File: config.mk
export PLATFORM = sky130hd
export DESIGN_NAME = modbus_rtu_master_framer
export DESIGN_NICKNAME = d
export VERILOG_FILES = /design/src/rtl/mrf_pkg.sv /design/src/rtl/mrf_front.sv /design/src/rtl/mrf_cmd_fifo.sv /design/src/rtl/mrf_back.sv /design/src/rtl/modbus_rtu_master_framer.sv
export VERILOG_INCLUDE_DIRS = /design/src /design/src/rtl
export SDC_FILE = /design/constraint.sdc
export NUM_CORES = 1
export LEC_CHECK = 0
export ABC_AREA = 1
export BUFFER_PORTS_ARGS = -buffer_cell sky130_fd_sc_hd__buf_2
export CAP_MARGIN = 20
export CORE_MARGIN = 2
export CORE_UTILIZATION = 57
export CTS_CLUSTER_SIZE = 12
export DETAILED_ROUTE_END_ITERATION = 8
export PLACE_DENSITY = 0.78
export SKIP_LAST_GASP = 1
export SLEW_MARGIN = 10
export SYNTH_ARGS = -nofsm -noshare
export SYNTH_HDL_FRONTEND = slang
export SYNTH_HIERARCHICAL = 1
export SYNTH_SLANG_ARGS = --single-unit
export TNS_END_PERCENT = 100
File: constraint.sdc
create_clock -name clk_i -period 3.45 [get_ports clk_i]
set_clock_uncertainty 0.15 [all_clocks]
set_input_delay 0.1725 -clock clk_i [delete_from_list [all_inputs] [get_ports clk_i]]
set_output_delay 0.1725 -clock clk_i [all_outputs]
set_load 0.02 [all_outputs]
File: src/rtl/modbus_rtu_master_framer_assert.svh
// Assertion macros used by the Modbus RTU master framer RTL.
// Expects clk_i and rst_ni in the scope of each use.
`ifndef MODBUS_RTU_MASTER_FRAMER_ASSERT_SVH
`define MODBUS_RTU_MASTER_FRAMER_ASSERT_SVH
// Check a property on every rising clock edge outside reset.
`define MRF_ASSERT(lbl, prop) \
  lbl: assert property (@(posedge clk_i) disable iff (!rst_ni) (prop)) \
    else $error("framer assertion failed");
// Check that a condition never holds outside reset.
`define MRF_ASSERT_NEVER(lbl, cond) \
  lbl: assert property (@(posedge clk_i) disable iff (!rst_ni) !(cond)) \
    else $error("framer forbidden condition seen");
`endif

File: src/rtl/mrf_pkg.sv
// Package for the Modbus RTU master framer: types, codes, CRC helper.
// No dependencies.
package mrf_pkg;

  localparam int BUFFER_BYTES = 256;
  localparam int LEN_W = $clog2(BUFFER_BYTES + 1);

  typedef enum logic [1:0] {
    MODE_READ    = 2'd0,
    MODE_WRITE   = 2'd1,
    MODE_PAYLOAD = 2'd2,
    MODE_RX      = 2'd3
  } mode_e;

  typedef enum logic [1:0] {
    RT_COIL     = 2'd0,
    RT_DISCRETE = 2'd1,
    RT_HOLDING  = 2'd2,
    RT_INPUT    = 2'd3
  } reg_type_e;

  typedef enum logic [2:0] {
    ST_PENDING     = 3'd0,
    ST_OK          = 3'd1,
    ST_INVALID     = 3'd2,
    ST_UNSUPPORTED = 3'd3,
    ST_TOO_LONG    = 3'd4
  } status_e;

  typedef enum logic [2:0] {
    CMD_STATUS,
    CMD_READ,
    CMD_WSINGLE,
    CMD_WMULTI,
    CMD_PAYLOAD,
    CMD_RX
  } cmd_kind_e;

  localparam logic [7:0] FC_WRITE_COIL       = 8'h05;
  localparam logic [7:0] FC_WRITE_REG        = 8'h06;
  localparam logic [7:0] FC_WRITE_MULTI_COIL = 8'h0F;
  localparam logic [7:0] FC_WRITE_MULTI_REG  = 8'h10;
  localparam logic [15:0] CRC_INIT           = 16'hFFFF;
  localparam logic [15:0] CRC_POLY           = 16'hA001;

  typedef struct packed {
    cmd_kind_e         kind;
    status_e           status;
    logic [7:0]        dev;
    logic [7:0]        func;
    logic [15:0]       addr;
    logic [15:0]       cnt;
    logic [7:0]        bcnt;
    logic [7:0]        data;
    logic [LEN_W-1:0]  len;
    logic [LEN_W-1:0]  dlen;
  } cmd_t;

  function automatic logic [15:0] crc_feed(input logic [15:0] crc, input logic [7:0] b);
    logic [15:0] c;
    c = crc ^ {8'h00, b};
    for (int i = 0; i < 8; i++) begin
      c = c[0] ? ((c >> 1) ^ CRC_POLY) : (c >> 1);
    end
    return c;
  endfunction

endpackage

File: src/rtl/mrf_front.sv
// Front end: classify an input item into a framer command.
// Depends on mrf_pkg.
module mrf_front import mrf_pkg::*; (
  input  logic [1:0]  mode_i,
  input  logic [1:0]  reg_type_i,
  input  logic [7:0]  device_addr_i,
  input  logic [15:0] reg_addr_i,
  input  logic [15:0] count_or_value_i,
  input  logic        is_single_i,
  input  logic [7:0]  data_byte_i,
  output cmd_t        cmd_o
);

  logic [16:0] dlen;
  logic [17:0] read_len;
  logic [17:0] multi_len;
  logic        bit_type;

  always_comb begin
    bit_type  = (reg_type_i == RT_COIL) || (reg_type_i == RT_DISCRETE);
    dlen      = bit_type ? 17'((18'(count_or_value_i) + 18'd7) >> 3)
                         : {count_or_value_i, 1'b0};
    read_len  = 18'd5 + 18'(dlen);
    multi_len = 18'd9 + 18'(dlen);

    cmd_o        = '0;
    cmd_o.dev    = device_addr_i;
    cmd_o.addr   = reg_addr_i;
    cmd_o.cnt    = count_or_value_i;
    cmd_o.bcnt   = dlen[7:0];
    cmd_o.data   = data_byte_i;
    cmd_o.dlen   = dlen[LEN_W-1:0];
    cmd_o.status = ST_PENDING;
    case (mode_e'(mode_i))
      MODE_READ: begin
        if (read_len > 18'(BUFFER_BYTES)) begin
          cmd_o.kind   = CMD_STATUS;
          cmd_o.status = ST_TOO_LONG;
        end else begin
          cmd_o.kind = CMD_READ;
          cmd_o.func = 8'(reg_type_i) + 8'd1;
          cmd_o.len  = read_len[LEN_W-1:0];
        end
      end
      MODE_WRITE: begin
        cmd_o.len = LEN_W'(8);
        if (!bit_type ? (reg_type_i == RT_INPUT) : (reg_type_i == RT_DISCRETE)) begin
          cmd_o.kind   = CMD_STATUS;
          cmd_o.status = ST_UNSUPPORTED;
        end else if (is_single_i) begin
          cmd_o.kind = CMD_WSINGLE;
          cmd_o.func = (reg_type_i == RT_COIL) ? FC_WRITE_COIL : FC_WRITE_REG;
        end else if (dlen == '0) begin
          cmd_o.kind   = CMD_STATUS;
          cmd_o.status = ST_INVALID;
        end else if (multi_len > 18'(BUFFER_BYTES)) begin
          cmd_o.kind   = CMD_STATUS;
          cmd_o.status = ST_TOO_LONG;
        end else begin
          cmd_o.kind = CMD_WMULTI;
          cmd_o.func = (reg_type_i == RT_COIL) ? FC_WRITE_MULTI_COIL : FC_WRITE_MULTI_REG;
        end
      end
      MODE_PAYLOAD: cmd_o.kind = CMD_PAYLOAD;
      MODE_RX:      cmd_o.kind = CMD_RX;
      default:      cmd_o.kind = CMD_RX;
    endcase
  end

endmodule

File: src/rtl/mrf_cmd_fifo.sv
// Two-entry command queue between the front end and the sequencer.
// Depends on mrf_pkg.
module mrf_cmd_fifo import mrf_pkg::*; (
  input  logic clk_i,
  input  logic rst_ni,
  input  logic push_i,
  input  cmd_t push_cmd_i,
  output logic full_o,
  input  logic pop_i,
  output logic valid_o,
  output cmd_t head_o
);

  cmd_t       mem_q [2];
  logic       wr_q, wr_d;
  logic       rd_q, rd_d;
  logic [1:0] cnt_q, cnt_d;

  assign full_o  = (cnt_q == 2'd2);
  assign valid_o = (cnt_q != 2'd0);
  assign head_o  = mem_q[rd_q];

  always_comb begin
    wr_d  = wr_q ^ push_i;
    rd_d  = rd_q ^ pop_i;
    cnt_d = cnt_q + 2'(push_i) - 2'(pop_i);
  end

  always_ff @(posedge clk_i or negedge rst_ni) begin
    if (!rst_ni) begin
      wr_q  <= 1'b0;
      rd_q  <= 1'b0;
      cnt_q <= 2'd0;
    end else begin
      wr_q  <= wr_d;
      rd_q  <= rd_d;
      cnt_q <= cnt_d;
    end
  end

  always_ff @(posedge clk_i) begin
    if (push_i) begin
      mem_q[wr_q] <= push_cmd_i;
    end
  end

endmodule

File: src/rtl/mrf_back.sv
// Back end: run queued commands, keep framer state, drive the result register.
// Depends on mrf_pkg and modbus_rtu_master_framer_assert.svh.
`include "modbus_rtu_master_framer_assert.svh"
module mrf_back import mrf_pkg::*; (
  input  logic       clk_i,
  input  logic       rst_ni,
  input  logic       cmd_valid_i,
  input  cmd_t       cmd_i,
  output logic       cmd_pop_o,
  output logic       out_valid_o,
  input  logic       out_ready_i,
  output logic [7:0] tx_byte_o,
  output logic       tx_valid_o,
  output logic [7:0] rx_data_o,
  output logic       rx_data_valid_o,
  output logic [2:0] status_o,
  output logic       last_o
);

  logic [7:0]       expect_addr_q, expect_addr_d;
  logic [7:0]       expect_func_q, expect_func_d;
  logic [LEN_W-1:0] resp_length_q, resp_length_d;
  logic [LEN_W-1:0] resp_data_len_q, resp_data_len_d;
  logic [LEN_W-1:0] rx_position_q, rx_position_d;
  logic [LEN_W-1:0] payload_left_q, payload_left_d;
  logic [15:0]      crc_q, crc_d;
  logic [7:0]       crc_low_q, crc_low_d;
  logic             hdr_match_q, hdr_match_d;
  logic [2:0]       step_q, step_d;

  logic             out_valid_q;
  logic [7:0]       tx_byte_q, rx_data_q;
  logic             tx_valid_q, rx_valid_q, last_q;
  status_e          status_q;

  logic       emit, fin, slot, adv;
  logic [7:0] r_tx, r_rx, hb;
  logic       r_txv, r_rxv, r_last;
  status_e    r_st;
  logic [LEN_W:0] pos_p2;
  logic [15:0]    got;

  assign slot = !out_valid_q || out_ready_i;
  assign adv  = cmd_valid_i && (emit ? slot : fin);
  assign cmd_pop_o = adv && fin;

  always_comb begin
    case (step_q)
      3'd0:    hb = cmd_i.dev;
      3'd1:    hb = cmd_i.func;
      3'd2:    hb = cmd_i.addr[15:8];
      3'd3:    hb = cmd_i.addr[7:0];
      3'd4:    hb = cmd_i.cnt[15:8];
      3'd5:    hb = cmd_i.cnt[7:0];
      default: hb = cmd_i.bcnt;
    endcase
  end

  always_comb begin
    expect_addr_d   = expect_addr_q;
    expect_func_d   = expect_func_q;
    resp_length_d   = resp_length_q;
    resp_data_len_d = resp_data_len_q;
    rx_position_d   = rx_position_q;
    payload_left_d  = payload_left_q;
    crc_d           = crc_q;
    crc_low_d       = crc_low_q;
    hdr_match_d     = hdr_match_q;
    emit   = 1'b0;
    fin    = 1'b0;
    r_tx   = 8'h00;
    r_txv  = 1'b0;
    r_rx   = 8'h00;
    r_rxv  = 1'b0;
    r_st   = ST_PENDING;
    r_last = 1'b0;
    pos_p2 = {1'b0, rx_position_q} + (LEN_W+1)'(2);
    got    = {cmd_i.data, crc_low_q};
    case (cmd_i.kind)
      CMD_STATUS: begin
        emit = 1'b1;
        fin  = 1'b1;
        r_st = cmd_i.status;
        r_last         = 1'b1;
        resp_length_d  = '0;
        payload_left_d = '0;
        rx_position_d  = '0;
        crc_d          = CRC_INIT;
      end
      CMD_READ, CMD_WSINGLE, CMD_WMULTI: begin
        emit  = 1'b1;
        r_txv = 1'b1;
        if (step_q < 3'd6 || (cmd_i.kind == CMD_WMULTI)) begin
          r_tx  = hb;
          crc_d = crc_feed((step_q == 3'd0) ? CRC_INIT : crc_q, hb);
        end else if (step_q == 3'd6) begin
          r_tx = crc_q[7:0];
        end else begin
          r_tx  = crc_q[15:8];
          crc_d = CRC_INIT;
        end
        if ((cmd_i.kind == CMD_WMULTI) ? (step_q == 3'd6) : (step_q == 3'd7)) begin
          fin             = 1'b1;
          r_last          = 1'b1;
          payload_left_d  = (cmd_i.kind == CMD_WMULTI) ? cmd_i.dlen : '0;
          expect_addr_d   = cmd_i.dev;
          expect_func_d   = cmd_i.func;
          resp_length_d   = cmd_i.len;
          resp_data_len_d = (cmd_i.kind == CMD_READ) ? cmd_i.dlen : '0;
          rx_position_d   = '0;
          hdr_match_d     = 1'b1;
          crc_low_d       = 8'h00;
        end
      end
      CMD_PAYLOAD: begin
        if (step_q == 3'd0) begin
          if (payload_left_q == '0) begin
            fin = 1'b1;
          end else begin
            emit  = 1'b1;
            r_txv = 1'b1;
            r_tx  = cmd_i.data;
            crc_d = crc_feed(crc_q, cmd_i.data);
            payload_left_d = payload_left_q - LEN_W'(1);
            if (payload_left_q != LEN_W'(1)) begin
              fin    = 1'b1;
              r_last = 1'b1;
            end
          end
        end else if (step_q == 3'd1) begin
          emit  = 1'b1;
          r_txv = 1'b1;
          r_tx  = crc_q[7:0];
        end else begin
          emit   = 1'b1;
          r_txv  = 1'b1;
          r_tx   = crc_q[15:8];
          crc_d  = CRC_INIT;
          fin    = 1'b1;
          r_last = 1'b1;
        end
      end
      CMD_RX: begin
        fin = 1'b1;
        if (payload_left_q == '0 && resp_length_q != '0 &&
            rx_position_q < resp_length_q) begin
          emit   = 1'b1;
          r_last = 1'b1;
          rx_position_d = rx_position_q + LEN_W'(1);
          if (pos_p2 < {1'b0, resp_length_q}) begin
            crc_d = crc_feed(crc_q, cmd_i.data);
            if (rx_position_q == '0 && cmd_i.data != expect_addr_q) begin
              hdr_match_d = 1'b0;
            end
            if (rx_position_q == LEN_W'(1) && cmd_i.data != expect_func_q) begin
              hdr_match_d = 1'b0;
            end
            if (rx_position_q >= LEN_W'(3) &&
                {1'b0, rx_position_q} < ({1'b0, resp_data_len_q} + (LEN_W+1)'(3))) begin
              r_rxv = 1'b1;
              r_rx  = cmd_i.data;
            end
          end else if (pos_p2 == {1'b0, resp_length_q}) begin
            crc_low_d = cmd_i.data;
          end else begin
            r_st = (hdr_match_q && got == crc_q) ? ST_OK : ST_INVALID;
            // drop back to idle once the frame is judged
            resp_length_d  = '0;
            payload_left_d = '0;
            rx_position_d  = '0;
            crc_d          = CRC_INIT;
          end
        end
      end
      default: fin = 1'b1;
    endcase
    step_d = fin ? 3'd0 : step_q + 3'd1;
  end

  always_ff @(posedge clk_i or negedge rst_ni) begin
    if (!rst_ni) begin
      expect_addr_q   <= 8'h00;
      expect_func_q   <= 8'h00;
      resp_length_q   <= '0;
      resp_data_len_q <= '0;
      rx_position_q   <= '0;
      payload_left_q  <= '0;
      crc_q           <= CRC_INIT;
      crc_low_q       <= 8'h00;
      hdr_match_q     <= 1'b1;
      step_q          <= 3'd0;
      out_valid_q     <= 1'b0;
    end else begin
      if (adv) begin
        expect_addr_q   <= expect_addr_d;
        expect_func_q   <= expect_func_d;
        resp_length_q   <= resp_length_d;
        resp_data_len_q <= resp_data_len_d;
        rx_position_q   <= rx_position_d;
        payload_left_q  <= payload_left_d;
        crc_q           <= crc_d;
        crc_low_q       <= crc_low_d;
        hdr_match_q     <= hdr_match_d;
        step_q          <= step_d;
      end
      if (adv && emit) begin
        out_valid_q <= 1'b1;
      end else if (out_ready_i) begin
        out_valid_q <= 1'b0;
      end
    end
  end

  always_ff @(posedge clk_i) begin
    if (adv && emit) begin
      tx_byte_q  <= r_tx;
      tx_valid_q <= r_txv;
      rx_data_q  <= r_rx;
      rx_valid_q <= r_rxv;
      status_q   <= r_st;
      last_q     <= r_last;
    end
  end

  assign out_valid_o     = out_valid_q;
  assign tx_byte_o       = tx_byte_q;
  assign tx_valid_o      = tx_valid_q;
  assign rx_data_o       = rx_data_q;
  assign rx_data_valid_o = rx_valid_q;
  assign status_o        = status_q;
  assign last_o          = last_q;

  `MRF_ASSERT_NEVER(a_tx_rx_excl, out_valid_q && tx_valid_q && rx_valid_q)
  `MRF_ASSERT(a_status_last, (out_valid_q && status_q != ST_PENDING) |-> last_q)
  `MRF_ASSERT(a_payload_armed, (payload_left_q != '0) |-> (resp_length_q == LEN_W'(8)))
  `MRF_ASSERT(a_step_bound, (step_q != 3'd0) |-> cmd_valid_i)

endmodule

File: src/rtl/modbus_rtu_master_framer.sv
// Top level of the Modbus RTU master framer.
// Depends on mrf_pkg, mrf_front, mrf_cmd_fifo and mrf_back.
//
// Usage:
//   Input channel (in_valid_i/in_ready_o) takes one beat per item: a read
//   request, a write request, a multi-write payload byte or a received
//   response byte, selected by mode_i.
//   Output channel (out_valid_o/out_ready_i) delivers result beats: request
//   frame bytes on tx_byte_o, response data on rx_data_o, a final status on
//   status_o; last_o marks the final beat caused by one input beat.
//   Items that cause no result (stray payload or received bytes) are dropped.
// Timing:
//   A beat is classified and stored in a two-entry command queue; with the
//   queue empty, the first result beat is offered once the command has
//   passed the queue and the result register. The sequencer emits one result
//   beat per cycle while the result register is free or being read: a request
//   gives 7 to 8 beats (one per frame byte), a payload byte 1 or 3, a received
//   byte or an error status 1, and a dropped item none. Input is taken while
//   the queue has room, also while a result waits.
// Reset:
//   Clears the queue, the output valid flag and the receive state; the CRC
//   starts at all ones and the receiver is idle.
// Stall:
//   When out_ready_i is low the result register holds, the sequencer stops,
//   and the queue fills; in_ready_o falls once both entries are taken.
module modbus_rtu_master_framer import mrf_pkg::*; (
  input  logic        clk_i,
  input  logic        rst_ni,
  input  logic        in_valid_i,
  output logic        in_ready_o,
  input  logic [1:0]  mode_i,
  input  logic [1:0]  reg_type_i,
  input  logic [7:0]  device_addr_i,
  input  logic [15:0] reg_addr_i,
  input  logic [15:0] count_or_value_i,
  input  logic        is_single_i,
  input  logic [7:0]  data_byte_i,
  output logic        out_valid_o,
  input  logic        out_ready_i,
  output logic [7:0]  tx_byte_o,
  output logic        tx_valid_o,
  output logic [7:0]  rx_data_o,
  output logic        rx_data_valid_o,
  output logic [2:0]  status_o,
  output logic        last_o
);

  cmd_t new_cmd, head_cmd;
  logic full, head_valid, pop;

  // classify the incoming beat
  mrf_front u_front (
    .mode_i           (mode_i),
    .reg_type_i       (reg_type_i),
    .device_addr_i    (device_addr_i),
    .reg_addr_i       (reg_addr_i),
    .count_or_value_i (count_or_value_i),
    .is_single_i      (is_single_i),
    .data_byte_i      (data_byte_i),
    .cmd_o            (new_cmd)
  );

  assign in_ready_o = !full;

  // hold classified commands until the sequencer takes them
  mrf_cmd_fifo u_fifo (
    .clk_i      (clk_i),
    .rst_ni     (rst_ni),
    .push_i     (in_valid_i && !full),
    .push_cmd_i (new_cmd),
    .full_o     (full),
    .pop_i      (pop),
    .valid_o    (head_valid),
    .head_o     (head_cmd)
  );

  // advance commands one result beat per cycle while the output can take it
  mrf_back u_back (
    .clk_i           (clk_i),
    .rst_ni          (rst_ni),
    .cmd_valid_i     (head_valid),
    .cmd_i           (head_cmd),
    .cmd_pop_o       (pop),
    .out_valid_o     (out_valid_o),
    .out_ready_i     (out_ready_i),
    .tx_byte_o       (tx_byte_o),
    .tx_valid_o      (tx_valid_o),
    .rx_data_o       (rx_data_o),
    .rx_data_valid_o (rx_data_valid_o),
    .status_o        (status_o),
    .last_o          (last_o)
  );

endmodule
==> results.md, run 1 <==
* Clock sinks at around 280
* RSZ-0062 raised after global routing: true
* Maximum capacitance violations at 0
* CP max FO at 57
* Crit path arrival time at around 3.6 ns
* DP Cell Count at roughly 2400
* Final period utilization at 0.953
* First-pass GRT wire length at about 73000 um
* Worst setup path class: flip-flop to flip-flop
* Final setup fails at 0
* Vias per cell at around 5.7
* Syn Area/Cell at approximately 8.5 um2
* Core area at just under 30000 um2
* CTS Buffer Depth at 3
* Tot Pwr at 17.3 mW
* WL final at approximately 47000 um
* H-tree depth reported by CTS at 1
* Slew Viols, Final at 0
* Worst-path clk slew at approximately 0.06 ns
* PortBufs at 80
* Initial Util at 0.576
* Post-synth EDFFs at between 150 and 200
* Leak at between 8 and 9 nW
* Io pins at 81
* CP Cell Sequence: buf_12, o21ai_0, xor2_1, xor2_1, xor2_1, xnor2_1, inv_1, or2_2, nand2_1, nand2_1, a21oi_1, nor2_1, a21oi_2
* Top cell type's share of synthesized area at 0.349
* Initial DRC Count at 1530
* # rows at 63
* Yosys cell types at 64
* Congestion Overflow GR at 0
* Slew headroom at 0.413
* Sequential-to-total area share from yosys stat at 0.475
* Achievable Freq at just over 0.3 GHz
* Clock Latency Late Sink at 0.56 ns
* RD Place Congestion at between 0.9 and 1
* Synth-to-Final Area Change at 13.8%
* VDD IR max at just over 0.5 mV
* Hold Path Cell Cnt at 4
* Slowest-stage cell, CP: dfrtp_4
* Via count at ~14000
* Die H at 177 um
* Setup slack, reg-to-reg at approximately 0.16 ns
* Antenna Cells at 0
* Worst r2r src: u_fifo/rd_q
* Netlist Area Pre-Place at roughly 17000 um2
* Via count of the first global-routing pass at 13800
* Min-Delay Endpoint: u_fifo/mem_q[0][68]
* TritonCTS Buffers at 31
* Most numerous cell in the Yosys netlist: nand2_1
* GRT Total Usage at 0.299
* Measured slew at the worst slew-check pin at 0.872 ns
* Synth area leader: edfxtp_1
* Final hold vios at 0
* Synth area leaders: edfxtp_1 (35%), nand2_1 (10%), dfrtp_1 (10%), inv_1 (6.0%), o21ai_0 (4.6%)
* # DRC at 0
* Worst EP required at approximately 3.8 ns
* Post-Layout Cell Count at 2551
* Hold Crit Start: reg_type_i[1]
* Status: complete, no violations
* ANT nets after route at 0
* Root buf cell: clkbuf_16
* Largest net degree at the start of global routing at 58
* Cell mode on critical path: xor2_1
* Layout cells sized above 1 at 0.172
* CP startpoint: u_fifo/rd_q
* Commonest cells post-synth: nand2_1 (465), inv_1 (273), edfxtp_1 (198)
* Synth Register Bits at about 280
* Die Wd at 177 um
* Ys async rst share at 0.300
* CP Launch Type: flip-flop
* Post-Synthesis Cells at between 2000 and 2500
* Power per cell area at 894 nW/um2
* Crit path capture type: flip-flop
* TritonRoute pass-1 iters at 6
* Hold Crit Class: primary input to flip-flop
* Die ar. at between 30000 and 40000 um2
* CTS tree: done
* Cells on worst reg2reg path at 13
* Tmin final at between 3 and 4 ns
* Critical R2R Capture: u_back/crc_q[0]
* DPL Wire Length at 34000 um
* Initial antenna violation count at 0
* Max incr delay on CP at 0.53 ns
* NumNets Final at roughly 2200
* Drt wl/cell at 18.3 um
* YS warnings at 6
* Main synth FF type: edfxtp_1
* Fin util at 0.656
layout make-up:
| cell class | count | area [um2] |
|---|---|---|
| Fill cell | 2403 | 10200 |
| Sequential cell | 283 | 8100 |
| Multi-Input combinational cell | 1314 | 7120 |
| Timing Repair Buffer | 211 | 1590 |
| Inverter | 295 | 1120 |
| Clock buffer | 45 | 838 |
| Tap cell | 390 | 488 |
| Clock inverter | 12 | 119 |
| Timing Repair inverter | 1 | 7.51 |
critical path: cells and delay by family, from the launching register on:
family | cells | cell delay, ns
buffers and inverters | 2 | 0.30
xor gates and xnor gates | 4 | 0.96
AOI/OAI and AO/OA | 3 | 0.71
DFF | 1 | 0.53
and+or+nand+nor | 4 | 0.54
power breakdown:
group | total, mW | internal [mW] | switching (mW)
combinational | 9.03 | 2.98 | 6.04
sequential | 5.16 | 4.74 | 0.413
clock | 3.14 | 1.83 | 1.32
cells in the final DEF, fill, tap and decap left out, drive strengths merged, types with 37 or more instances in the layout:
cell type and instances:
nor2 173, o21ai 173, xor2 37, ha 49, nand2 502, dfrtp 68, buf 156, edfxtp 198
dlygate4sd3 55, inv 294, clkbuf 45, a21oi 48, nand3 156
routing by layer:
metal / global-route usage / up-vias / share of wire
met4: 0.119 / 0 / 0.043
met3: 0.0352 / 135 / 0.080
met5: 0 / - / 0
met2: 0.502 / 698 / 0.48
met1: 0.396 / 6784 / 0.40
li1: - / 6806 / -
logic make-up (layout without fill, tap and decap cells):
| group | after synthesis | in the layout | share of synthesized area |
|---|---|---|---|
| simple gates | 901 | 902 | 0.240 |
| buf+inv | 414 | 564 | 0.112 |
| compound gates | 299 | 299 | 0.104 |
| flops | 283 | 283 | 0.475 |
| xor+xnor | 61 | 61 | 0.0322 |
| fa+ha+maj | 49 | 49 | 0.0360 |
| other cells | 1 | 3 | 0.000220 |
state kept, by name, indices dropped and copies added (netlist names), 9 cells and up:
name,cells
u_back/crc_q,16
u_back/resp_length_q,9
u_back/resp_data_len_q,9
u_back/payload_left_q,9
u_back/rx_position_q,9
u_fifo/mem_q,176
stage by stage:
stage                     setup WS, ns  setup TNS [ns]  instance area (um2)  hold slack, ns
after global placement           0.101               0                17700           0.159
after global routing           -0.0219         -0.0223                19400          0.0880
after detailed placement        0.0804               0                17700           0.157
final                            0.162               0                19400          0.0702
after CTS                       0.0527               0                19200          0.0374
after floorplan                 0.0873               0                17000          -0.273
what timing repair did:
item | in CTS | in global routing
setup buffers | 0 | 9
hold buffers | 55 | 0
endpoints found under the setup margin | 0 | 129
gates resized for setup | 0 | 24
hold endpoints to repair | 171 | 0
worst max path at each step:
stage	end	slack, ns	depth (start not counted)
final	u_back/crc_q[0]	0.16	13
after global placement	u_back/payload_left_q[1]	0.10	16
after CTS	u_back/expect_addr_q[4]	0.05	13
after detailed placement	u_back/payload_left_q[0]	0.08	16
after floorplan	u_fifo/mem_q[0][0]	0.09	4
after global routing	u_fifo/cnt_q[1]	-0.02	20
Note: power is estimated with default switching activity, not from simulation.
==> inputs of run 2 (changes only) <==
CORE_UTILIZATION = 56   (was 57)
PLACE_DENSITY = 0.77   (was 0.78)
SYNTH_HIERARCHICAL = not set   (was 1)
==> run 2 against run 1 <==
Against the previous run:
- setup slack improved by 0.086 ns
- critical path depth grew 5
- non-clock buffer count fell by 9
- combinational power rose by 1%
- via count is 5.8% lower
- global-route usage rose by 0.13 points
- final cell count shrank 5.7%
- highest routed layer unchanged
==> results.md, run 2 <==
* CTS Buffer Depth at 3 (unchanged)
* Initial DRC Count at 1450 (-5.2%)
* Most numerous cell in the Yosys netlist: nand2_1
* Via count at 13600 (-5.8%)
* Root buf cell: clkbuf_16
* TritonCTS Buffers at 28 (-9.7%)
* Post-Layout Cell Count at 2406 (-5.7%)
* Die ar. at 28600 um2 (-8.6%)
* Syn Area/Cell at 8.20 um2 (-3.4%)
* Top cell type's share of synthesized area at 0.346 (-0.00272)
* Measured slew at the worst slew-check pin at 1.02 ns (+0.149 ns)
* Initial Util at 0.568 (-0.00845)
* Most common cell after layout, fill and taps aside: nand2_1
* # rows at 60 (-4.8%)
* Vias per cell at 5.65 (about the same)
* Cells on worst reg2reg path at 18 (+5)
* DP Cell Count at 2294 (-5.5%)
* Die H at 169 um (-4.4%)
* Largest regs: u_fifo.mem_q (154), u_back.crc_q (16)
* Achievable Freq at 0.312 GHz (+2.7%)
* Post-synth EDFFs at 176 (-11%)
* CP startpoint: u_fifo.rd_q
* Final hold vios at 0 (unchanged)
* Slew headroom at 0.319 (-0.0933)
* TritonRoute pass-1 iters at 6 (unchanged)
* Setup slack, reg-to-reg at 0.25 ns (+0.09 ns)
* Slew Viols, Final at 0 (unchanged)
* Commonest cells post-synth: nand2_1 (566), inv_1 (197), nor2_1 (181)
* Die Wd at 169 um (-4.4%)
* NumNets Final at 2149 (-4.2%)
* Clock sinks at 258 (-8.8%)
* Core area at 26900 um2 (-9.1%)
* Ys async rst share at 0.318 (+0.0175)
* Layout cells sized above 1 at 0.145 (-0.0269)
* Worst setup path class: flip-flop to flip-flop
* Drt wl/cell at 17.7 um (-3.2%)
* Synth area leader: edfxtp_1
* Yosys cell types at 57 (-11%)
* Crit path capture: u_fifo.cnt_q[1]
* CP max FO at 10 (-82%)
* Crit path arrival time at 3.49 ns (-0.14 ns)
* Post-Synthesis Cells at 1862 (-7.3%)
* Leak at 8.06 nW (-8.5%)
* Crit path capture type: flip-flop
* RSZ-0062 raised after global routing: false
* Fillcell total at 2225 (-7.4%)
* GRT Total Usage at 0.300 (+0.00129)
* H-tree depth reported by CTS at 1 (unchanged)
* Worst r2r src: u_fifo.rd_q
* Power per cell area at 952 nW/um2 (+6.5%)
* Hold Crit Class: primary input to flip-flop
* Clock Latency Late Sink at 0.56 ns (about the same)
* Final setup fails at 0 (unchanged)
* Top reg by flops: u_fifo.mem_q
* CTS tree: done
* Total negative setup slack at 0 ns (unchanged)
* Synth-to-Final Area Change at 17.7%
* Status: complete, no violations
* Antenna Cells at 0 (unchanged)
* YS warnings at 0 (-6)
* Final period utilization at 0.928 (-0.0249)
* Tmin final at 3.20 ns (-0.0859 ns)
* Largest net degree at the start of global routing at 84 (+45%)
* Sequential-to-total area share from yosys stat at 0.482 (+0.00701)
* # DRC at 0 (unchanged)
* CP Launch Type: flip-flop
* RD Place Congestion at 0.998 (+3.4%)
* Initial antenna violation count at 0 (unchanged)
* Most frequent cells in the layout: nand2_1 (557), inv_1 (193), edfxtp_1 (176), nor2_1 (172), o21ai_0 (109)
* PortBufs at 80 (unchanged)
* ANT nets after route at 0 (unchanged)
* Synth area leaders: edfxtp_1 (35%), nand2_1 (14%), dfrtp_1 (11%), inv_1 (4.8%), nor2_1 (4.5%)
* Io pins at 81 (unchanged)
* Critical R2R Capture: u_fifo.cnt_q[1]
* Worst-path clk slew at 0.06 ns (about the same)
* Main synth FF type: edfxtp_1
* Largest register FFs at 154 (-13%)
* First-pass GRT wire length at 67800 um (-6.9%)
* WL final at 42500 um (-8.7%)
* Via count of the first global-routing pass at 12800 (-6.8%)
* Congestion Overflow GR at 0 (unchanged)
* Netlist Area Pre-Place at 15300 um2 (-10%)
* Synth Register Bits at 258 (-8.8%)
* Maximum capacitance violations at 0 (unchanged)
* Synthesized Nets at slightly below 2000
* VDD IR max at 0.531 mV (+3.7%)
* Worst EP required at 3.74 ns (-0.05 ns)
* DPL Wire Length at 30300 um (-11%)
==> run 2: cell types whose count changed in the layout (fill, tap and decap cells not counted), sizes merged, moves of 20 or more <==
cell / change
nor2: +20
nand3: -45
edfxtp: -22
o21ai: -35
inv: -84
nand2: +73
==> run 2: cell type report <==
type / instances / area (um2) / area share
Timing Repair Buffer: 202 / 1530 / 0.0853
Multi-Input combinational cell: 1341 / 6930 / 0.385
Clock buffer: 42 / 783 / 0.0436
Sequential cell: 258 / 7360 / 0.410
Inverter: 212 / 815 / 0.0453
Clock inverter: 10 / 128 / 0.00710
Tap cell: 341 / 427 / 0.0237
==> run 2: worst min-delay path by stage <==
stage / slack, ns / from / endpoint / cells after the start
finish: 0.11 / reg_type_i[1] / u_fifo.mem_q[0][68] / 4
global route: 0.09 / reg_type_i[1] / u_fifo.mem_q[0][68] / 4
global placement: 0.21 / reg_addr_i[11] / u_fifo.mem_q[0][61] / 1
CTS: 0.07 / reg_type_i[1] / u_fifo.mem_q[0][68] / 4
floorplan: -0.27 / rst_ni / u_back.crc_low_q[0] / 0
detailed placement: 0.21 / reg_addr_i[11] / u_fifo.mem_q[1][61] / 1
==> run 2: kinds of logic (layout without fill, tap and decap cells) <==
family | count (synthesis) | in the layout | synth area share
simple gates | 960 | 960 | 0.267
compound gates | 275 | 275 | 0.106
fa+ha+maj | 49 | 49 | 0.0402
xor+xnor | 56 | 56 | 0.0321
flops | 258 | 258 | 0.482
buf+inv | 263 | 466 | 0.0721
mux | 1 | 1 | 0.000656
==> run 2: power breakdown <==
| part | switching (mW) | total (mW) | internal, mW |
|---|---|---|---|
| sequential | 0.513 | 5.02 | 4.51 |
| combinational | 6.14 | 9.14 | 3.00 |
| clock | 1.23 | 2.95 | 1.72 |
==> run 2: routing by layer <==
layer / track usage / routed length, um / vias up
met5: 0 / 0 / -
met4: 0.0907 / 1280 / 0
met3: 0.0346 / 3090 / 98
met2: 0.489 / 19900 / 600
met1: 0.425 / 18300 / 6343
li1: - / - / 6552
==> run 2: worst max-delay path: stages (launching register included) <==
cell,delay (ns)
dfrtp_2,0.53
inv_4,0.13
or2_1,0.24
o21ai_2,0.14
inv_1,0.12
nor2_4,0.15
inv_2,0.07
nor2_4,0.10
inv_2,0.12
nor2_8,0.17
inv_1,0.13
nand2_2,0.10
nand2_1,0.09
nand2_2,0.13
nor2_2,0.09
ha_1,0.29
inv_1,0.04
ha_1,0.17
xnor2_1,0.12
==> run 2: metrics by stage <==
step	setup WS (ns)	power [mW]	cell area [um2]	hold WS, ns	util
6_report	0.248	17.1	18000	0.115	0.669
5_1_grt	0.00449	18.3	18000	0.0938	0.669
4_1_cts	0.00196	16.8	17800	0.0708	0.663
3_5_place_dp	-0.0737	13.8	16300	0.214	0.608
3_3_place_gp	0.0394	13.5	16300	0.210	0.608
2_1_floorplan	0.264	11.2	15300	-0.273	-
==> run 2: timing repair <==
item	CTS	global route
setup endpoints to repair	16	111
hold endpoints to repair	177	0
setup buffers	0	5
gates cloned	0	0
hold buffers	55	0
pin swaps	0	4
gates resized for setup	3	38
